===== config.mk =====
export PLATFORM = sky130hd
export DESIGN_NAME = mpeg_audio_header_decode
export DESIGN_NICKNAME = d
export VERILOG_FILES = /design/src/rtl/core/mahd_pkg.sv /design/src/rtl/core/mpeg_audio_header_decode.sv
export SDC_FILE = /design/constraint.sdc
export NUM_CORES = 1
export LEC_CHECK = 0
export BUFFER_PORTS_ARGS = -buffer_cell sky130_fd_sc_hd__buf_2
export CAP_MARGIN = 20
export CORE_AREA = 2 2 161 163
export DETAILED_ROUTE_END_ITERATION = 10
export DIE_AREA = 0 0 163 165
export GPL_ROUTABILITY_DRIVEN = 0
export PLACE_DENSITY_LB_ADDON = 0.05
export SLEW_MARGIN = 20
export SYNTH_ARGS = -nofsm -noshare
export SYNTH_HDL_FRONTEND = slang
export SYNTH_SLANG_ARGS = --single-unit

===== constraint.sdc =====
create_clock -name clk -period 5.7 [get_ports clk]
set_clock_uncertainty 0.1 [all_clocks]
set_input_delay 0.285 -clock clk [delete_from_list [all_inputs] [get_ports clk]]
set_output_delay 0.285 -clock clk [all_outputs]
set_load 0.005 [all_outputs]

===== src/rtl/core/mahd_pkg.sv =====
// mpeg audio header decode package: status codes, rate tables and
// reciprocal constants for the frame length computation
// depends on nothing
package mahd_pkg;

	typedef enum logic [2:0] {
		ST_OK          = 3'd0,
		ST_NO_SYNC     = 3'd1,
		ST_BAD_VERSION = 3'd2,
		ST_BAD_LAYER   = 3'd3,
		ST_BAD_RATE    = 3'd4
	} status_t;

	localparam logic [31:0] SYNC_MASK = 32'hFFE0_0000;

	// version field codes in the header
	localparam logic [1:0] VBITS_MPEG1  = 2'd3;
	localparam logic [1:0] VBITS_MPEG2  = 2'd2;
	localparam logic [1:0] VBITS_MPEG25 = 2'd0;
	localparam logic [1:0] VER_MPEG1    = 2'd0;
	localparam logic [1:0] VER_MPEG2    = 2'd1;
	localparam logic [1:0] VER_MPEG25   = 2'd2;

	localparam logic [1:0] LBITS_RESERVED = 2'd0;
	localparam logic [3:0] BIDX_FREE      = 4'd0;
	localparam logic [3:0] BIDX_BAD       = 4'd15;
	localparam logic [1:0] SIDX_RESERVED  = 2'd3;

	localparam int KBPS_W   = 9;
	localparam int BR_W     = 19;
	localparam int SR_W     = 16;
	localparam int FB_W     = 12;
	localparam int RECIP_SH = 32;
	localparam int RECIP_W  = 37;
	localparam int PROD_W   = KBPS_W + RECIP_W;

	typedef logic [KBPS_W-1:0]  kbps_t;
	typedef logic [SR_W-1:0]    sr_t;
	typedef logic [RECIP_W-1:0] recip_t;

	localparam logic [9:0] KBPS_SCALE = 10'd1000;

	// [group][layer-1][index], group 0 mpeg-1, group 1 mpeg-2 and 2.5
	localparam kbps_t BR_KBPS [0:1][0:2][0:15] = '{
		'{
			'{9'd0, 9'd32, 9'd64, 9'd96, 9'd128, 9'd160, 9'd192, 9'd224,
			  9'd256, 9'd288, 9'd320, 9'd352, 9'd384, 9'd416, 9'd448, 9'd0},
			'{9'd0, 9'd32, 9'd48, 9'd56, 9'd64, 9'd80, 9'd96, 9'd112,
			  9'd128, 9'd160, 9'd192, 9'd224, 9'd256, 9'd320, 9'd384, 9'd0},
			'{9'd0, 9'd32, 9'd40, 9'd48, 9'd56, 9'd64, 9'd80, 9'd96,
			  9'd112, 9'd128, 9'd160, 9'd192, 9'd224, 9'd256, 9'd320, 9'd0}
		},
		'{
			'{9'd0, 9'd32, 9'd48, 9'd56, 9'd64, 9'd80, 9'd96, 9'd112,
			  9'd128, 9'd144, 9'd160, 9'd176, 9'd192, 9'd224, 9'd256, 9'd0},
			'{9'd0, 9'd8, 9'd16, 9'd24, 9'd32, 9'd40, 9'd48, 9'd56,
			  9'd64, 9'd80, 9'd96, 9'd112, 9'd128, 9'd144, 9'd160, 9'd0},
			'{9'd0, 9'd8, 9'd16, 9'd24, 9'd32, 9'd40, 9'd48, 9'd56,
			  9'd64, 9'd80, 9'd96, 9'd112, 9'd128, 9'd144, 9'd160, 9'd0}
		}
	};

	// [version][rate index], reserved index handled outside
	localparam sr_t SR_HZ [0:2][0:2] = '{
		'{16'd44100, 16'd48000, 16'd32000},
		'{16'd22050, 16'd24000, 16'd16000},
		'{16'd11025, 16'd12000, 16'd8000}
	};

	// ceil(2^32 * bytes_per_kbps / rate); exact quotient for kbps up to 448
	localparam logic [63:0] SCALE_L1  = 64'd12000 << RECIP_SH;
	localparam logic [63:0] SCALE_L23 = 64'd144000 << RECIP_SH;

	localparam recip_t RECIP_L1 [0:2][0:2] = '{
		'{RECIP_W'((SCALE_L1 + 64'd44099) / 64'd44100),
		  RECIP_W'((SCALE_L1 + 64'd47999) / 64'd48000),
		  RECIP_W'((SCALE_L1 + 64'd31999) / 64'd32000)},
		'{RECIP_W'((SCALE_L1 + 64'd22049) / 64'd22050),
		  RECIP_W'((SCALE_L1 + 64'd23999) / 64'd24000),
		  RECIP_W'((SCALE_L1 + 64'd15999) / 64'd16000)},
		'{RECIP_W'((SCALE_L1 + 64'd11024) / 64'd11025),
		  RECIP_W'((SCALE_L1 + 64'd11999) / 64'd12000),
		  RECIP_W'((SCALE_L1 + 64'd7999) / 64'd8000)}
	};

	localparam recip_t RECIP_L23 [0:2][0:2] = '{
		'{RECIP_W'((SCALE_L23 + 64'd44099) / 64'd44100),
		  RECIP_W'((SCALE_L23 + 64'd47999) / 64'd48000),
		  RECIP_W'((SCALE_L23 + 64'd31999) / 64'd32000)},
		'{RECIP_W'((SCALE_L23 + 64'd22049) / 64'd22050),
		  RECIP_W'((SCALE_L23 + 64'd23999) / 64'd24000),
		  RECIP_W'((SCALE_L23 + 64'd15999) / 64'd16000)},
		'{RECIP_W'((SCALE_L23 + 64'd11024) / 64'd11025),
		  RECIP_W'((SCALE_L23 + 64'd11999) / 64'd12000),
		  RECIP_W'((SCALE_L23 + 64'd7999) / 64'd8000)}
	};

endpackage


===== src/rtl/core/mpeg_audio_header_decode.sv =====
// an accepted request passes the stage 1, stage 2 and stage 3 registers to its result on the master side
// throughput: one header word per cycle; the pipeline moves as a whole and holds on
// backpressure, stage 1 does checks and table lookups, stage 2 the reciprocal multiply,
// stage 3 padding, layer scaling and zeroing of rejected words
// reset: arst_n asynchronous active low clears the stage valid bits only
// depends on mahd_pkg
module mpeg_audio_header_decode (
	input  logic        clk,
	input  logic        arst_n,
	input  logic        s_axis_tvalid,
	output logic        s_axis_tready,
	input  logic [31:0] s_axis_tdata,   // header_word[31:0]
	output logic        m_axis_tvalid,
	input  logic        m_axis_tready,
	// version_code[1:0], layer_number[3:2], protection_bit[4], bitrate_bps[23:5],
	// sample_rate_hz[39:24], padding_bit[40], frame_bytes[52:41], zero[55:53]
	output logic [55:0] m_axis_tdata,
	output logic [2:0]  m_axis_tuser    // status[2:0]
);
	import mahd_pkg::*;

	logic en;

	// stage 1 decode
	logic [1:0] vbits, lbits, sidx, ver, lidx, sidx_safe;
	logic [3:0] bidx;
	logic       ver_ok;
	status_t    status_d;
	kbps_t      kbps_d;
	sr_t        sr_d;
	recip_t     recip_d;

	logic       valid_s1, valid_s2, valid_s3;
	status_t    status_s1, status_s2;
	logic [1:0] ver_s1, ver_s2, layer_s1, layer_s2;
	logic       prot_s1, prot_s2, pad_s1, pad_s2;
	kbps_t      kbps_s1;
	sr_t        sr_s1, sr_s2;
	recip_t     recip_s1;
	logic [BR_W-1:0] br_s2;
	logic [FB_W-1:0] quot_s2;
	logic [PROD_W-1:0] prod;
	logic [FB_W-1:0] fb_d;

	logic [2:0]       status_s3;
	logic [1:0]       ver_s3, layer_s3;
	logic             prot_s3, pad_s3;
	logic [BR_W-1:0]  br_s3;
	logic [SR_W-1:0]  sr_s3;
	logic [FB_W-1:0]  fb_s3;

	assign en            = !valid_s3 || m_axis_tready;
	assign s_axis_tready = en;

	assign vbits = s_axis_tdata[20:19];
	assign lbits = s_axis_tdata[18:17];
	assign bidx  = s_axis_tdata[15:12];
	assign sidx  = s_axis_tdata[11:10];

	always_comb begin
		ver_ok = 1'b1;
		case (vbits)
			VBITS_MPEG1:  ver = VER_MPEG1;
			VBITS_MPEG2:  ver = VER_MPEG2;
			VBITS_MPEG25: ver = VER_MPEG25;
			default: begin
				ver    = VER_MPEG1;
				ver_ok = 1'b0;
			end
		endcase
		// layer I at index 0, layer III at index 2
		lidx      = (lbits == LBITS_RESERVED) ? 2'd0 : 2'd3 - lbits;
		sidx_safe = (sidx == SIDX_RESERVED) ? 2'd0 : sidx;
		kbps_d    = BR_KBPS[(ver == VER_MPEG1) ? 1'b0 : 1'b1][lidx][bidx];
		sr_d      = SR_HZ[ver][sidx_safe];
		recip_d   = (lidx == 2'd0) ? RECIP_L1[ver][sidx_safe] : RECIP_L23[ver][sidx_safe];

		if ((s_axis_tdata & SYNC_MASK) != SYNC_MASK)
			status_d = ST_NO_SYNC;
		else if (!ver_ok)
			status_d = ST_BAD_VERSION;
		else if (lbits == LBITS_RESERVED)
			status_d = ST_BAD_LAYER;
		else if (bidx == BIDX_FREE || bidx == BIDX_BAD || sidx == SIDX_RESERVED)
			status_d = ST_BAD_RATE;
		else
			status_d = ST_OK;
	end

	assign prod = PROD_W'(kbps_s1) * PROD_W'(recip_s1);

	always_comb begin
		if (layer_s2 == 2'd1)
			fb_d = FB_W'((quot_s2 + FB_W'(pad_s2)) << 2);
		else
			fb_d = quot_s2 + FB_W'(pad_s2);
	end

	always_ff @(posedge clk or negedge arst_n) begin
		if (!arst_n) begin
			valid_s1 <= 1'b0;
			valid_s2 <= 1'b0;
			valid_s3 <= 1'b0;
		end else if (en) begin
			valid_s1 <= s_axis_tvalid;
			valid_s2 <= valid_s1;
			valid_s3 <= valid_s2;
		end
	end

	always_ff @(posedge clk) begin
		if (en) begin
			status_s1 <= status_d;
			ver_s1    <= ver;
			layer_s1  <= lidx + 2'd1;
			prot_s1   <= s_axis_tdata[16];
			pad_s1    <= s_axis_tdata[9];
			kbps_s1   <= kbps_d;
			sr_s1     <= sr_d;
			recip_s1  <= recip_d;

			status_s2 <= status_s1;
			ver_s2    <= ver_s1;
			layer_s2  <= layer_s1;
			prot_s2   <= prot_s1;
			pad_s2    <= pad_s1;
			sr_s2     <= sr_s1;
			br_s2     <= BR_W'(kbps_s1) * BR_W'(KBPS_SCALE);
			quot_s2   <= prod[RECIP_SH +: FB_W];

			// rejected words carry only their status
			status_s3 <= status_s2;
			if (status_s2 == ST_OK) begin
				ver_s3   <= ver_s2;
				layer_s3 <= layer_s2;
				prot_s3  <= prot_s2;
				pad_s3   <= pad_s2;
				br_s3    <= br_s2;
				sr_s3    <= sr_s2;
				fb_s3    <= fb_d;
			end else begin
				ver_s3   <= '0;
				layer_s3 <= '0;
				prot_s3  <= 1'b0;
				pad_s3   <= 1'b0;
				br_s3    <= '0;
				sr_s3    <= '0;
				fb_s3    <= '0;
			end
		end
	end

	assign m_axis_tvalid = valid_s3;
	assign m_axis_tuser  = status_s3;
	assign m_axis_tdata  = {3'b000, fb_s3, pad_s3, sr_s3, br_s3, prot_s3, layer_s3, ver_s3};

endmodule


---- Word level (Yosys, flattened, before mapping) ----
Index checks and enable logic that the tools add are counted.
operators by class
  add/subtract/negate cells ............... 3
  multipliers ............................. 2
  div/mod/pow operators ................... 0
  magnitude comparators ................... 5
  equal/unequal tests ..................... 6
  shifts and indexed selects .............. 0
  multiplexer cells ....................... 37
  bitwise gates (word level) .............. 7
  reductions and logical operators ........ 13
operators with widths
  kind                                                                 count
  432-bit 2-to-1 mux                                                   2
  111-bit binary-select mux with 2-bit select                          2
  111-bit 2-to-1 mux                                                   4
  412-bit 2-to-1 mux                                                   1
  144-bit binary-select mux with 2-bit select                          1
  144-bit 2-to-1 mux                                                   2
  37-bit 2-to-1 mux                                                    5
  37-bit binary-select mux with 2-bit select                           2
  48-bit binary-select mux with 2-bit select                           1
  48-bit 2-to-1 mux                                                    2
  9-bit by 37-bit multiplier with 44-bit output                        1
  9-bit binary-select mux with 4-bit select                            1
  16-bit binary-select mux with 2-bit select                           1
  16-bit 2-to-1 mux                                                    2
  9-bit 2-to-1 mux                                                     2
  9-bit by 7-bit multiplier with 16-bit output, second input constant  1
  12-bit by 1-bit adder with 12-bit output                             1
  12-bit 2-to-1 mux                                                    1
  11-bit inequality test, second input constant                        1
  3-bit >= comparator, second input constant                           3
  2-bit inverter with 3-bit output                                     3
  2-bit zero test                                                      4
  2-bit 2-to-1 mux                                                     4
  2-bit == test, second input constant                                 3
  other kinds (18)                                                     23
storage, ports and cells
  register bits ........................... 180
  bits in latches ......................... 0
  RAM bits ................................ 0
  memory bits (read-only) ................. 0
  output and inout bits ................... 61
  word-level logic and storage cells ...... 102
  memories ................................ 0

---- Logic depth before layout (Yosys ltp) ----
  depth after elaboration ................. 14
  depth in mapped cells ................... 19
  depth with buffers taken out ............ 18

---- Least setup slack after synthesis ----
No wires, ideal clock.
  path type ............................... register -> register
  from .................................... register kbps_s1[7]
  to ...................................... register quot_s2[10], data pin
  arrival time ............................ 4771 ps
  data required time ...................... 5443 ps
  path slack .............................. 672 ps
  cell stages (with the launch flop) ...... 18
  period minus slack after synthesis ...... 5028 ps
  path through ............................ edfxtp_1 clkbuf_1 clkbuf_1 and2_1 fa_1 fa_1 fa_1 inv_1 fa_1 inv_1 ha_1 nand4_2 a211oi_2 a21oi_1 o311ai_2 a221oi_2 or3_1 a32oi_1
on the way
  cells in the longest elaborated chain, start to end .. 1
RTL lines
  element                                        RTL line                         RTL
  from (decl)                                    mpeg_audio_header_decode.sv:37   kbps_t kbps_s1;
  from (signal assigned)                         mpeg_audio_header_decode.sv:118  kbps_s1 <= kbps_d;
  9-bit by 37-bit multiplier with 44-bit output  mpeg_audio_header_decode.sv:90   assign prod = PROD_W'(kbps_s1) * PROD_W'(recip_s1);
  net prod[42]                                   mpeg_audio_header_decode.sv:42   logic [PROD_W-1:0] prod;
  to (signal assigned)                           mpeg_audio_header_decode.sv:129  quot_s2 <= prod[RECIP_SH +: FB_W];
  to (decl)                                      mpeg_audio_header_decode.sv:41   logic [FB_W-1:0] quot_s2;
The timed path passes the listed nets, and every way through them passes these cells.
A chain may end at the register's enable or synchronous reset.

---- Worst setup path in the final report ----
Ends and elaborated chain as after synthesis.

==> metrics.txt <==
# TYPE chip_impl_metric gauge
chip_impl_metric{name="layout.nets",unit=""} 2007
chip_impl_metric{name="global_route.usage.total",unit=""} 0.259
chip_impl_metric{name="flop2flop_setup_slack",unit="ps"} 380
chip_impl_metric{name="clk_pin_slew",unit="ps"} 80
chip_impl_info{name="crit_end_category",value="flip-flop"} 1
chip_impl_metric{name="cts_resized",unit=""} 0
chip_impl_metric{name="seqCellArea",unit="sq um"} 4790
chip_impl_metric{name="post_drt_wl_per_cell",unit="microns"} 16.2
chip_impl_info{name="synth_top_family_by_area",value="adder cells"} 1
chip_impl_metric{name="leakagePower",unit="nW"} 8.35
chip_impl_info{name="synth.top_cells.by_area",value="sky130_fd_sc_hd__edfxtp_1 (30%), sky130_fd_sc_hd__fa_1 (25%), sky130_fd_sc_hd__ha_1 (10%), sky130_fd_sc_hd__and2_1 (8.4%), sky130_fd_sc_hd__inv_1 (6.2%)"} 1
chip_impl_metric{name="fp.dieArea",unit="sq um"} 26900
chip_impl_metric{name="maximum_clock_frequency",unit="MHz"} 188
chip_impl_metric{name="post_route_cells_drive_above_1_share",unit=""} 0.111
chip_impl_metric{name="drtAntennaViolNets",unit=""} 0
chip_impl_metric{name="maximum_buffer_depth_of_the_clock_tree",unit=""} 2
chip_impl_info{name="top_cells_by_count_synth",value="sky130_fd_sc_hd__inv_1 (260), sky130_fd_sc_hd__and2_1 (210), sky130_fd_sc_hd__fa_1 (197)"} 1
chip_impl_metric{name="route.detailed.drc",unit=""} 0
chip_impl_info{name="most_used_flip_flop_cell_after_synthesis",value="sky130_fd_sc_hd__edfxtp_1"} 1
chip_impl_metric{name="worst-path-max-fanout",unit=""} 13
chip_impl_metric{name="drtIter0Drc",unit=""} 614
chip_impl_metric{name="number_of_register_bits_inferred_by_synthesis",unit=""} 160
chip_impl_metric{name="critPathArrivalTime",unit="ps"} 5490
chip_impl_metric{name="post-place-cells",unit=""} 1954
chip_impl_metric{name="area_share_of_the_largest_cell_type_after_synthesis",unit=""} 0.300
chip_impl_metric{name="synth_simple_gate_area_share",unit=""} 0.157
chip_impl_metric{name="antenna_found_initial",unit=""} 0
chip_impl_info{name="cell_type_with_the_highest_aggregate_area_in_the_netlist",value="sky130_fd_sc_hd__edfxtp_1"} 1
chip_impl_metric{name="cts_max_level",unit=""} 4
chip_impl_metric{name="port-buffer-count",unit=""} 77
chip_impl_metric{name="dp.final_hpwl",unit="microns"} 24400
chip_impl_metric{name="cts_num_sinks",unit=""} 160
chip_impl_metric{name="timing_max_transition_violations_final",unit=""} 0
chip_impl_metric{name="synth_compound_gate_area_share",unit=""} 0.0825
chip_impl_info{name="grt_setup_unrepaired",value="false"} 1
chip_impl_metric{name="power_density",unit="nW/um^2"} 544
chip_impl_metric{name="synth_mux_area_frac",unit=""} 0.00398
chip_impl_metric{name="die_width",unit="microns"} 163
chip_impl_metric{name="grt_start_max_net_pins",unit=""} 69
chip_impl_metric{name="finish.utilization",unit=""} 0.702
chip_impl_metric{name="ys_types",unit=""} 72
chip_impl_info{name="setup.worst_path.class",value="flip-flop to flip-flop"} 1
chip_impl_metric{name="yosys.area_share.adder",unit=""} 0.351
chip_impl_metric{name="worst_slew_margin_rel",unit=""} 0.443
chip_impl_metric{name="tightestPinTransition",unit="ps"} 836
chip_impl_metric{name="clock_insertion_delay_worst_skew",unit="ps"} 440
chip_impl_metric{name="synth.cell_area",unit="sq um"} 15700
chip_impl_info{name="yosysMostFrequentCell",value="sky130_fd_sc_hd__inv_1"} 1
chip_impl_info{name="critical_path.startpoint_type",value="flip-flop"} 1
chip_impl_metric{name="final_cell_count_no_fill",unit=""} 1992
chip_impl_metric{name="wirelength",unit="microns"} 32200
chip_impl_metric{name="fillers",unit=""} 1927
chip_impl_metric{name="detailedRoute.firstPassIterationCount",unit=""} 8
chip_impl_info{name="hold_path_class",value="input port to async pin"} 1
chip_impl_metric{name="area_used_by_multi_input_combinational_logic",unit="sq um"} 9870
chip_impl_metric{name="io-pin-count",unit=""} 97
chip_impl_metric{name="post_synth_xor_area_fraction",unit=""} 0.0184
chip_impl_info{name="timing.rr.start",value="kbps_s1[7]"} 1
chip_impl_metric{name="final.period_utilization",unit=""} 0.933
chip_impl_metric{name="antenna_cells",unit=""} 0
chip_impl_metric{name="min_period",unit="ps"} 5320
chip_impl_metric{name="ir_drop",unit="mV"} 0.620
chip_impl_metric{name="total_power",unit="mW"} 9.57
chip_impl_metric{name="coreArea",unit="sq um"} 25000
chip_impl_metric{name="initial_core_util",unit=""} 0.627
chip_impl_metric{name="fin_hold_ws",unit="ps"} 42.5
chip_impl_metric{name="setup-tns-final",unit="ps"} 0
chip_impl_metric{name="vias_per_cell",unit=""} 5.41
chip_impl_metric{name="syn_area_per_cell",unit="sq um"} 10.5
chip_impl_metric{name="synth_sequential_area_ratio",unit=""} 0.305
chip_impl_metric{name="ys_async_sr_fraction",unit=""} 0.0188
chip_impl_metric{name="yosysWarnings",unit=""} 0
chip_impl_metric{name="required",unit="ps"} 5870
chip_impl_info{name="result_of_the_run",value="finished, final reports clean"} 1
chip_impl_metric{name="grt_first_pass_wirelength",unit="microns"} 54400
chip_impl_info{name="endpoint_of_the_lowest_slack_register_to_register_path",value="quot_s2[10]"} 1
chip_impl_metric{name="worst_r2r_path_depth",unit=""} 16
chip_impl_metric{name="drv_cap",unit=""} 0
chip_impl_metric{name="vias_post_dr",unit=""} 10782
chip_impl_metric{name="numCtsBuffers",unit=""} 17
chip_impl_info{name="clock-root-buffer",value="sky130_fd_sc_hd__clkbuf_16"} 1
chip_impl_metric{name="synth_cells",unit=""} 1502
chip_impl_metric{name="floorplan.rows",unit=""} 58
chip_impl_metric{name="grt_pass1_vias",unit=""} 11137
chip_impl_metric{name="hold_viol_final",unit=""} 0
chip_impl_metric{name="area_growth_syn_to_layout",unit="%"} 11.9
chip_impl_metric{name="final-setup-viol-count",unit=""} 0
chip_impl_metric{name="grt.overflow.total",unit=""} 0
chip_impl_metric{name="dieHeight",unit="microns"} 165
chip_impl_info{name="cts_tree",value="done"} 1
chip_impl_metric{name="number_of_enable_flip_flop_cells_after_synthesis",unit=""} 157
## logic make-up after synthesis
kind of cell / Yosys count
AO/OA/AOI/OAI: 195
XOR/XNOR: 33
adder cells (fa/ha/maj): 322
buffers and inverters: 329
flip-flops: 160
multiplexers: 6
other: 2
AND/OR/NAND/NOR: 455
## critical path, cell delays in order, from the launching register on
cell and delay [ps]:
sky130_fd_sc_hd__edfxtp_1 560, sky130_fd_sc_hd__buf_4 260, sky130_fd_sc_hd__and2_1 180, sky130_fd_sc_hd__fa_1 560, sky130_fd_sc_hd__fa_1 430, sky130_fd_sc_hd__fa_1 490, sky130_fd_sc_hd__inv_1 50, sky130_fd_sc_hd__fa_1 470
sky130_fd_sc_hd__inv_1 40, sky130_fd_sc_hd__ha_1 330, sky130_fd_sc_hd__nand4_2 150, sky130_fd_sc_hd__a211oi_2 220, sky130_fd_sc_hd__a21oi_1 120, sky130_fd_sc_hd__o311ai_2 480, sky130_fd_sc_hd__a221oi_2 140, sky130_fd_sc_hd__or3_1 370
sky130_fd_sc_hd__a32oi_1 190
## stage by stage
| stage | instance area, sq um | setup slack (ps) |
|---|---|---|
| 4_1_cts | 17600 | 167 |
| 3_3_place_gp | 16900 | 260 |
| 6_report | 17600 | 382 |
| 3_5_place_dp | 16900 | 186 |
| 5_1_grt | 17600 | 52.5 |
| 2_1_floorplan | 15900 | 672 |
## power breakdown
part | total [mW] | leakage [nW] | internal, mW | switching [mW]
sequential | 1.96 | 1.66 | 1.75 | 0.205
clock | 1.20 | 0.303 | 0.608 | 0.597
combinational | 6.40 | 6.39 | 2.86 | 3.55
total | 9.57 | 8.35 | 5.22 | 4.35
## flip-flops by register name, summed over array words and instances (netlist names), 2 cells and up
register      flops
br_s3            13
ver_s3            2
sr_s3            14
status_s1         3
status_s2         3
sr_s1            14
recip_s1         32
layer_s2          2
layer_s3          2
kbps_s1           6
ver_s2            2
br_s2            13
layer_s1          2
fb_s3            12
ver_s1            2
sr_s2            14
quot_s2          12
m_axis_tuser      3
## worst max path at each step
stage                           from          end  slack [ps]  cells after the start
after floorplan           kbps_s1[7]  quot_s2[10]         670                     17
after detailed placement  kbps_s1[8]   quot_s2[6]         190                     17
after global placement    kbps_s1[8]   quot_s2[9]         260                     17
after global routing      kbps_s1[7]   quot_s2[9]          50                     17
after CTS                 kbps_s1[8]   quot_s2[9]         170                     17
final                     kbps_s1[7]  quot_s2[10]         380                     16
## area by class of cell
type,count,share of cell area
inverters,260,0.0555
clock inverters,15,0.0116
repair buffers,137,0.0517
multi-input cells,1073,0.561
clock buffers,17,0.0242
flip-flops and latches,160,0.272
well taps,330,0.0235
## cells in the final DEF, fill, tap and decap left out, types with 6 or more instances in the layout
master                      netlist  routed
sky130_fd_sc_hd__xor2_1          15      15
sky130_fd_sc_hd__a21oi_1         57      57
sky130_fd_sc_hd__edfxtp_1       157     157
sky130_fd_sc_hd__nand3_1         15      15
sky130_fd_sc_hd__and2_1         210     210
sky130_fd_sc_hd__nor3_1          17      16
sky130_fd_sc_hd__nand2b_1        10       9
sky130_fd_sc_hd__ha_1           125     125
sky130_fd_sc_hd__o211ai_1        10      10
sky130_fd_sc_hd__xnor2_1         18      18
sky130_fd_sc_hd__clkinv_8         0       6
sky130_fd_sc_hd__fa_1           197     197
sky130_fd_sc_hd__o21ai_0         43      43
sky130_fd_sc_hd__conb_1           2      62
sky130_fd_sc_hd__a211oi_1        13      13
sky130_fd_sc_hd__nand2_1         92      92
sky130_fd_sc_hd__and3_1          14      14
sky130_fd_sc_hd__a21o_1           9       9
sky130_fd_sc_hd__buf_2            2      77
sky130_fd_sc_hd__nor2_1          60      60
sky130_fd_sc_hd__buf_4           14      51
sky130_fd_sc_hd__inv_1          260     260
sky130_fd_sc_hd__nand4_1         10      10
sky130_fd_sc_hd__clkbuf_16        0      17
sky130_fd_sc_hd__nor2b_1         11      10
## metal layers
layer / global-route usage / part of all wire / vias to the layer above
li1: - / - / 5106
met1: 0.354 / 0.45 / 5366
met2: 0.440 / 0.49 / 270
met3: 0.0314 / 0.041 / 40
met4: 0.0728 / 0.020 / 0
met5: 0 / 0 / -
## repair_timing
item	4_1_cts	5_1_grt
setup buffers	0	2
endpoints found under the setup margin	0	6
endpoints found under the hold margin	6	0
hold buffers	4	0
No activity file was read; power rests on OpenSTA's default activity.
